### src/hdl/imu_dfr_pkg.sv
// Package: constants and types shared by the IMU frame deframer.
package imu_dfr_pkg;

    localparam int FIELD_COUNT = 9;
    localparam int MAX_VALUES  = 9;
    localparam int FIELD_BYTES = 2 * FIELD_COUNT;
    localparam int IDX_W       = $clog2(FIELD_BYTES);

    localparam logic [7:0] HDR0     = 8'hA5;
    localparam logic [7:0] HDR1     = 8'h5A;
    localparam logic [7:0] TAIL     = 8'hAA;
    localparam logic [7:0] MIN_LEN  = 8'd2;

    localparam logic STATUS_OK     = 1'b0;
    localparam logic STATUS_CSUM   = 1'b1;

    typedef enum logic [2:0] {
        PH_HUNT = 3'b001,
        PH_PRE  = 3'b010,
        PH_RECV = 3'b100
    } phase_t;

    typedef logic signed [15:0] sample_t;

    typedef struct packed {
        logic                         status;
        logic [7:0]                   frame_length;
        sample_t [MAX_VALUES-1:0]     values;
    } result_t;

endpackage

### src/hdl/imu_dfr_parser.sv
// Frame parser: header hunt, length/checksum tracking and field byte capture.
module imu_dfr_parser
    import imu_dfr_pkg::*;
(
    input  logic       aclk,
    input  logic       aresetn,
    input  logic       byte_valid,
    input  logic [7:0] rx_byte,
    output logic       res_valid,
    output result_t    res,
    output phase_t     phase
);

    phase_t     phase_reg, phase_next;
    logic [7:0] pos_reg, pos_next;
    logic [7:0] len_reg, len_next;
    logic [7:0] sum_reg, sum_next;
    logic [7:0] chk_reg, chk_next;
    logic [7:0] field_reg  [FIELD_BYTES];
    logic [7:0] field_next [FIELD_BYTES];
    logic [7:0] idx;

    assign idx   = pos_reg - 8'd1;
    assign phase = phase_reg;

    always_comb begin
        phase_next = phase_reg;
        pos_next   = pos_reg;
        len_next   = len_reg;
        sum_next   = sum_reg;
        chk_next   = chk_reg;
        field_next = field_reg;
        res_valid  = 1'b0;
        if (byte_valid) begin
            case (phase_reg)
                PH_RECV: begin
                    if (pos_reg == 8'd0) begin
                        len_next = rx_byte;
                        sum_next = rx_byte;
                        if (rx_byte < MIN_LEN) begin
                            phase_next = PH_HUNT;
                        end else begin
                            pos_next = 8'd1;
                        end
                    end else if (pos_reg == len_reg) begin
                        res_valid  = (rx_byte == TAIL);
                        phase_next = PH_HUNT;
                        pos_next   = 8'd0;
                    end else if (pos_reg == len_reg - 8'd1) begin
                        chk_next = rx_byte;
                        pos_next = pos_reg + 8'd1;
                    end else begin
                        if (idx < 8'(FIELD_BYTES)) begin
                            field_next[idx[IDX_W-1:0]] = rx_byte;
                        end
                        sum_next = sum_reg + rx_byte;
                        pos_next = pos_reg + 8'd1;
                    end
                end
                default: begin
                    pos_next = 8'd0;
                    if (rx_byte == HDR0) begin
                        phase_next = PH_PRE;
                    end else if (phase_reg == PH_PRE && rx_byte == HDR1) begin
                        phase_next = PH_RECV;
                        sum_next   = 8'd0;
                        chk_next   = 8'd0;
                        for (int i = 0; i < FIELD_BYTES; i++) begin
                            field_next[i] = 8'd0;
                        end
                    end else begin
                        phase_next = PH_HUNT;
                    end
                end
            endcase
        end
    end

    always_comb begin
        res.status       = (sum_reg != chk_reg) ? STATUS_CSUM : STATUS_OK;
        res.frame_length = len_reg;
        res.values       = '0;
        for (int k = 0; k < FIELD_COUNT; k++) begin
            res.values[k] = {field_reg[2*k], field_reg[2*k+1]};
        end
    end

    always_ff @(posedge aclk) begin
        if (!aresetn) begin
            phase_reg <= PH_HUNT;
            pos_reg   <= 8'd0;
        end else begin
            phase_reg <= phase_next;
            pos_reg   <= pos_next;
        end
    end

    always_ff @(posedge aclk) begin
        len_reg   <= len_next;
        sum_reg   <= sum_next;
        chk_reg   <= chk_next;
        field_reg <= field_next;
    end

endmodule

### src/hdl/imu_dfr_out_reg.sv
// Result register: holds one finished frame result until it is taken.
module imu_dfr_out_reg
    import imu_dfr_pkg::*;
(
    input  logic    aclk,
    input  logic    aresetn,
    input  logic    res_valid,
    input  result_t res,
    output logic    in_ready,
    output logic    m_valid,
    input  logic    m_ready,
    output result_t m_res
);

    logic    valid_reg, valid_next;
    result_t res_reg;

    assign in_ready = !valid_reg || m_ready;
    assign m_valid  = valid_reg;
    assign m_res    = res_reg;

    always_comb begin
        valid_next = valid_reg;
        if (res_valid) begin
            valid_next = 1'b1;
        end else if (m_ready) begin
            valid_next = 1'b0;
        end
    end

    always_ff @(posedge aclk) begin
        if (!aresetn) begin
            valid_reg <= 1'b0;
        end else begin
            valid_reg <= valid_next;
        end
    end

    always_ff @(posedge aclk) begin
        if (res_valid) begin
            res_reg <= res;
        end
    end

endmodule

### src/hdl/imu_frame_deframer.sv
// Top level of the IMU frame deframer.
//
//  channel | direction | ports                         | contents
//  s_      | in        | s_valid s_ready s_rx_byte     | one received link byte
//  m_      | out       | m_valid m_ready m_status ...  | one decoded frame
//
// One byte is taken per cycle while s_ready is high; the parser state updates at the transfer.
// A frame result appears on m_ in the cycle after the transfer of its tail byte.
// s_ready is low only while a result waits and m_ready is low.
// aresetn (synchronous) returns the parser to header hunt and empties m_.
module imu_frame_deframer
    import imu_dfr_pkg::*;
(
    input  logic       aclk,
    input  logic       aresetn,
    input  logic       s_valid,
    output logic       s_ready,
    input  logic [7:0] s_rx_byte,
    output logic       m_valid,
    input  logic       m_ready,
    output logic       m_status,
    output logic [7:0] m_frame_length,
    output sample_t    m_yaw_raw,
    output sample_t    m_pitch_raw,
    output sample_t    m_roll_raw,
    output sample_t    m_accel_x,
    output sample_t    m_accel_y,
    output sample_t    m_accel_z,
    output sample_t    m_rate_x,
    output sample_t    m_rate_y,
    output sample_t    m_rate_z
);

    logic    s_xfer;
    logic    res_valid;
    result_t res;
    result_t m_res;
    phase_t  phase;

    assign s_xfer = s_valid && s_ready;

    imu_dfr_parser u_parser (
        .aclk       (aclk),
        .aresetn    (aresetn),
        .byte_valid (s_xfer),
        .rx_byte    (s_rx_byte),
        .res_valid  (res_valid),
        .res        (res),
        .phase      (phase)
    );

    imu_dfr_out_reg u_out (
        .aclk      (aclk),
        .aresetn   (aresetn),
        .res_valid (res_valid),
        .res       (res),
        .in_ready  (s_ready),
        .m_valid   (m_valid),
        .m_ready   (m_ready),
        .m_res     (m_res)
    );

    assign m_status       = m_res.status;
    assign m_frame_length = m_res.frame_length;
    assign m_yaw_raw      = m_res.values[0];
    assign m_pitch_raw    = m_res.values[1];
    assign m_roll_raw     = m_res.values[2];
    assign m_accel_x      = m_res.values[3];
    assign m_accel_y      = m_res.values[4];
    assign m_accel_z      = m_res.values[5];
    assign m_rate_x       = m_res.values[6];
    assign m_rate_y       = m_res.values[7];
    assign m_rate_z       = m_res.values[8];

`ifndef ASSERT_OFF
    a_result_after_tail: assert property (@(posedge aclk) disable iff (!aresetn)
        $rose(m_valid) |-> $past(s_xfer && s_rx_byte == TAIL && phase == PH_RECV))
        else $error("result without a tail transfer");

    a_header_start: assert property (@(posedge aclk) disable iff (!aresetn)
        (s_xfer && phase != PH_RECV && s_rx_byte == HDR0) |=> (phase == PH_PRE))
        else $error("header byte did not start a frame hunt");

    a_length_min: assert property (@(posedge aclk) disable iff (!aresetn)
        m_valid |-> (m_frame_length >= MIN_LEN))
        else $error("result with a frame length below two");

    a_no_result_outside_recv: assert property (@(posedge aclk) disable iff (!aresetn)
        res_valid |-> (phase == PH_RECV))
        else $error("result raised outside frame reception");
`endif

endmodule

### config.mk
export PLATFORM = sky130hd
export DESIGN_NAME = imu_frame_deframer
export DESIGN_NICKNAME = d
export VERILOG_FILES = /design/src/hdl/imu_dfr_pkg.sv /design/src/hdl/imu_dfr_parser.sv /design/src/hdl/imu_dfr_out_reg.sv /design/src/hdl/imu_frame_deframer.sv
export SDC_FILE = /design/constraint.sdc
export NUM_CORES = 1
export LEC_CHECK = 0
export BUFFER_PORTS_ARGS = -buffer_cell sky130_fd_sc_hd__buf_4
export CORE_MARGIN = 3
export CORE_UTILIZATION = 50
export CTS_CLUSTER_SIZE = 25
export DETAILED_ROUTE_END_ITERATION = 6
export HOLD_SLACK_MARGIN = 0.08
export PLACE_DENSITY_LB_ADDON = 0.1
export REMOVE_ABC_BUFFERS = 1
export SETUP_SLACK_MARGIN = 0.02
export SLEW_MARGIN = 20
export SYNTH_ARGS = -nofsm -noshare
export SYNTH_HDL_FRONTEND = slang
export SYNTH_HIERARCHICAL = 1
export SYNTH_SLANG_ARGS = --single-unit
### constraint.sdc
create_clock -name aclk -period 22.5 [get_ports aclk]
set_input_delay 0 -clock aclk [delete_from_list [all_inputs] [get_ports aclk]]
set_output_delay 0 -clock aclk [all_outputs]
set_load 0.005 [all_outputs]
==> flow_metrics.tcl <==
set metrics [dict create \
    status "finished, final reports clean" \
    post-route-drc-count 0 \
    yosys_warnings 6 \
    multi_input_comb_area_um2 3660 \
    post-layout-total-power_mw 1.26 \
    worstPathArrival_ps 3840 \
    timing.hold.worst_endpoint "u_parser/phase[1]$_SDFFE_PN0P_" \
    preCtsSetupSlack_ps 18840 \
    dr_wl_met2_um 14200 \
    timing.reg2reg.setup_slack_ps 18790 \
    fp.dieW_um 173 \
    via_count 8377 \
    port_buffers 166 \
    hpwl_um 18000 \
    worst_path_largest_cell_delay_ps 800 \
    postPlaceCellArea_um2 15400 \
    startpoint_type "register" \
    number_of_register_bits_inferred_by_synthesis 333 \
    timing.setup.critical_path_class "reg2reg" \
    tritoncts.num_buffers 36 \
    chipHeight_um 173 \
    timing.critical_path.required_ps 22630 \
    cp_max_fo 74 \
    finClkSkew_ps 19.5 \
    ff2ff_path_depth 7 \
    highest-signal-layer "met4" \
    syn2layout_area_growth_pct 19.8 \
    drt-wirelength-per-cell_um 20.0 \
    clock_tree.buffer_depth 3 \
    placedCellCount 1479 \
    max_transition_margin 0.297 \
    num_rows 60 \
    dr.pass1.iters 5 \
    seqCellArea_um2 9880 \
    post_synth_instance_area_um2 13900 \
    r2r_end "u_parser/res[132]$_SDFFCE_PN0P_" \
    ys_seq_area_frac 0.712 \
    groute.usage.overall 0.202 \
    finalCoreUtilization 0.613 \
    final_min_period_over_clock_period 0.165 \
    clk_root_buffer_cell "sky130_fd_sc_hd__clkbuf_16" \
    finalHoldViolCount 0 \
    postSynthAreaPerCell_um2 13.9 \
    clkLatencyLatePin_ps 510 \
    clock_sink_count 333 \
    irDropWorstVdd_mv 0.0542 \
    max_cap_violations 0 \
    cts_tree "yes" \
    p_per_area_nw_per_um2 75.8 \
    timing.rr.start "u_parser/pos_reg[0]$_SDFFE_PN0P_" \
    top_level_ports 167 \
    stdcell_count 1551 \
    global_route_wire_length_before_repair_um 47700 \
    worst_setup_hold_path_clk_slew_ps 60 \
    timing.critical_path.to_type "register" \
    largest_reg_flops 153 \
    wl_um 31100 \
    timing.critical_path.buf_inv 2 \
    clock.fmax_ghz 0.269 \
    setup_tns_ps 0 \
    viasPerCell 5.40 \
    antenna_found_initial 0 \
    met3_length_um 3000 \
    drt_initial_violations 831 \
    layout_setup_ws_ps 18790 \
    hp-start "s_valid" \
    worstPathCellList "inv_1 > ha_1 > nor4b_2 > and2_1 > or3_1 > o41ai_4 > buf_4" \
    synth.lib_cells_used.distinct 66 \
    final_antenna_net_count 0 \
    setup_repair_after_global_routing_missed_its_margin "false" \
    finalNetCount 1180 \
    pleak_nw 6.14 \
    antenna-diode-count 0 \
    worst_path_max_delay_cell "sky130_fd_sc_hd__buf_4" \
    globalRouteOverflowTotal 0 \
    die-area_um2 29800 \
    final_weighted_congestion_in_routability_driven_placement 0.819 \
    hold_slack_ps 145 \
    grt_start_max_net_pins 97 \
    post_cts_setup_buffers 0 \
    drive_above_1_share 0.213 \
    tightest_slew_ps 1050 \
    synth-edff-count 321 \
    synthArstFlopShare 0 \
    core_region_area_um2 27100 \
    fill_cells 2165 \
    start_util 0.512 \
    setup_viol 0 \
    hold_path_class "in2reg" \
    crit_path_max_delay_family "simple AND/OR/NAND/NOR gates" \
    final-max-slew-violation-count 0 \
    min_path_cells 4 \
    cts.htree.levels 2 \
    period_minus_slack_ps 3710 \
    met1Wirelength_um 13200 \
    fin_area_um2 16600 \
    first_global_vias 8191 \
    synth_ff_type "sky130_fd_sc_hd__edfxtp_1" \
    syn_inst 999 \
]
==> layout make-up <==
class | instances | area share
tap | 372 | 0.0280
sequential | 333 | 0.594
inverter | 12 | 0.00271
clock inverter | 20 | 0.0111
timing repair buffer | 185 | 0.0853
multi-input combinational | 587 | 0.220
clock buffer | 42 | 0.0581
==> placed cells by master, fill, tap and decap left out, types with 5 or more instances in the layout <==
cell                            Yosys  final
sky130_fd_sc_hd__edfxtp_1         321    321
sky130_fd_sc_hd__buf_4              9    174
sky130_fd_sc_hd__nor2_1           117    117
sky130_fd_sc_hd__mux2i_1           89     89
sky130_fd_sc_hd__nand2_1           86     85
sky130_fd_sc_hd__a21oi_1           70     70
sky130_fd_sc_hd__nand3_1           58     58
sky130_fd_sc_hd__clkbuf_16          0     38
sky130_fd_sc_hd__xnor2_1           16     16
sky130_fd_sc_hd__xor2_1            13     13
sky130_fd_sc_hd__and2_1            12     12
sky130_fd_sc_hd__inv_1             12     12
sky130_fd_sc_hd__dfxtp_1           12     12
sky130_fd_sc_hd__ha_1              12     12
sky130_fd_sc_hd__and3_1            11     11
sky130_fd_sc_hd__dlygate4sd3_1      0     10
sky130_fd_sc_hd__nand2_2           10     10
sky130_fd_sc_hd__nor3_1             8      8
sky130_fd_sc_hd__o21ai_0            8      8
sky130_fd_sc_hd__nor2b_1            8      8
sky130_fd_sc_hd__clkinv_2           0      7
sky130_fd_sc_hd__clkinv_1           0      7
sky130_fd_sc_hd__nand4_1            6      6
sky130_fd_sc_hd__nor4_1             6      5
==> timing repair <==
action / in CTS / in global routing
hold buffers: 10 / 0
resized for setup: 0 / 0
endpoints found under the hold margin: 48 / 0
==> cell families (layout without fill, tap and decap cells) <==
| kind of cell | count (synthesis) | count (layout) | synth area share |
|---|---|---|---|
| AO/OA/AOI/OAI | 106 | 106 | 0.0470 |
| XOR/XNOR | 29 | 29 | 0.0183 |
| adder cells (fa/ha/maj) | 13 | 13 | 0.0123 |
| buffers and inverters | 79 | 259 | 0.0258 |
| flip-flops | 333 | 333 | 0.712 |
| multiplexers | 90 | 90 | 0.0650 |
| AND/OR/NAND/NOR | 349 | 349 | 0.119 |
==> where the power goes <==
part           total (mW)  switching [mW]  internal (mW)  leakage [nW]
Combinational      0.0178          0.0125        0.00530          2.53
Clock               0.573           0.231          0.342         0.565
Sequential          0.669       0.0000782          0.669          3.04
Total                1.26           0.244           1.02          6.14
==> tightest hold or removal path, cell delays in order <==
cell and delay [ps]:
sky130_fd_sc_hd__buf_4 70, sky130_fd_sc_hd__and2_1 310, sky130_fd_sc_hd__mux2i_1 130, sky130_fd_sc_hd__nor2b_1 100
==> worst max-delay path by stage <==
stage                                                 from                         endpoint  slack, ps  cells after the start
after floorplan           u_parser/pos_reg[0]$_SDFFE_PN0P_       u_out/m_valid$_SDFFE_PN0P_       5480                      7
final                     u_parser/pos_reg[0]$_SDFFE_PN0P_  u_parser/res[132]$_SDFFCE_PN0P_      18790                      7
after global placement    u_parser/pos_reg[0]$_SDFFE_PN0P_  u_parser/res[142]$_SDFFCE_PN0P_      18910                      7
after CTS                 u_parser/pos_reg[0]$_SDFFE_PN0P_  u_parser/res[120]$_SDFFCE_PN0P_      18800                      7
after global routing      u_parser/pos_reg[0]$_SDFFE_PN0P_  u_parser/res[132]$_SDFFCE_PN0P_      18570                      7
after detailed placement  u_parser/pos_reg[0]$_SDFFE_PN0P_  u_parser/res[110]$_SDFFCE_PN0P_      18840                      7
==> layer usage <==
metal,vias to the layer above,track usage
li1,3983,-
met1,4028,0.284
met2,318,0.306
met3,48,0.0635
met4,0,0.0595
met5,-,0
==> cells in the mapped netlist, types with 2 or more instances <==
cell / number / share of area
sky130_fd_sc_hd__a21oi_1: 70 / 0.025
sky130_fd_sc_hd__a31oi_1: 2 / 0.00090
sky130_fd_sc_hd__and2_1: 12 / 0.0054
sky130_fd_sc_hd__and3_1: 11 / 0.0050
sky130_fd_sc_hd__buf_1: 3 / 0.00081
sky130_fd_sc_hd__buf_2: 10 / 0.0036
sky130_fd_sc_hd__buf_4: 9 / 0.0049
sky130_fd_sc_hd__buf_6: 2 / 0.0016
sky130_fd_sc_hd__clkbuf_1: 43 / 0.012
sky130_fd_sc_hd__dfxtp_1: 12 / 0.017
sky130_fd_sc_hd__edfxtp_1: 321 / 0.69
sky130_fd_sc_hd__ha_1: 12 / 0.011
sky130_fd_sc_hd__inv_1: 12 / 0.0032
sky130_fd_sc_hd__mux2i_1: 89 / 0.064
sky130_fd_sc_hd__nand2_1: 86 / 0.023
sky130_fd_sc_hd__nand2_2: 10 / 0.0045
sky130_fd_sc_hd__nand2b_1: 4 / 0.0018
sky130_fd_sc_hd__nand3_1: 58 / 0.021
sky130_fd_sc_hd__nand4_1: 6 / 0.0027
sky130_fd_sc_hd__nor2_1: 117 / 0.032
sky130_fd_sc_hd__nor2b_1: 8 / 0.0036
sky130_fd_sc_hd__nor3_1: 8 / 0.0029
sky130_fd_sc_hd__nor3b_1: 3 / 0.0016
sky130_fd_sc_hd__nor4_1: 6 / 0.0027
sky130_fd_sc_hd__nor4b_1: 2 / 0.0013
sky130_fd_sc_hd__o21ai_0: 8 / 0.0029
sky130_fd_sc_hd__o21bai_1: 2 / 0.0011
sky130_fd_sc_hd__o31a_1: 3 / 0.0019
sky130_fd_sc_hd__o31ai_1: 2 / 0.0011
sky130_fd_sc_hd__o41ai_1: 2 / 0.0013
sky130_fd_sc_hd__or3_1: 3 / 0.0014
sky130_fd_sc_hd__or4_1: 2 / 0.0011
sky130_fd_sc_hd__xnor2_1: 16 / 0.010
sky130_fd_sc_hd__xor2_1: 13 / 0.0082
Note: power is estimated with default switching activity, not from simulation.
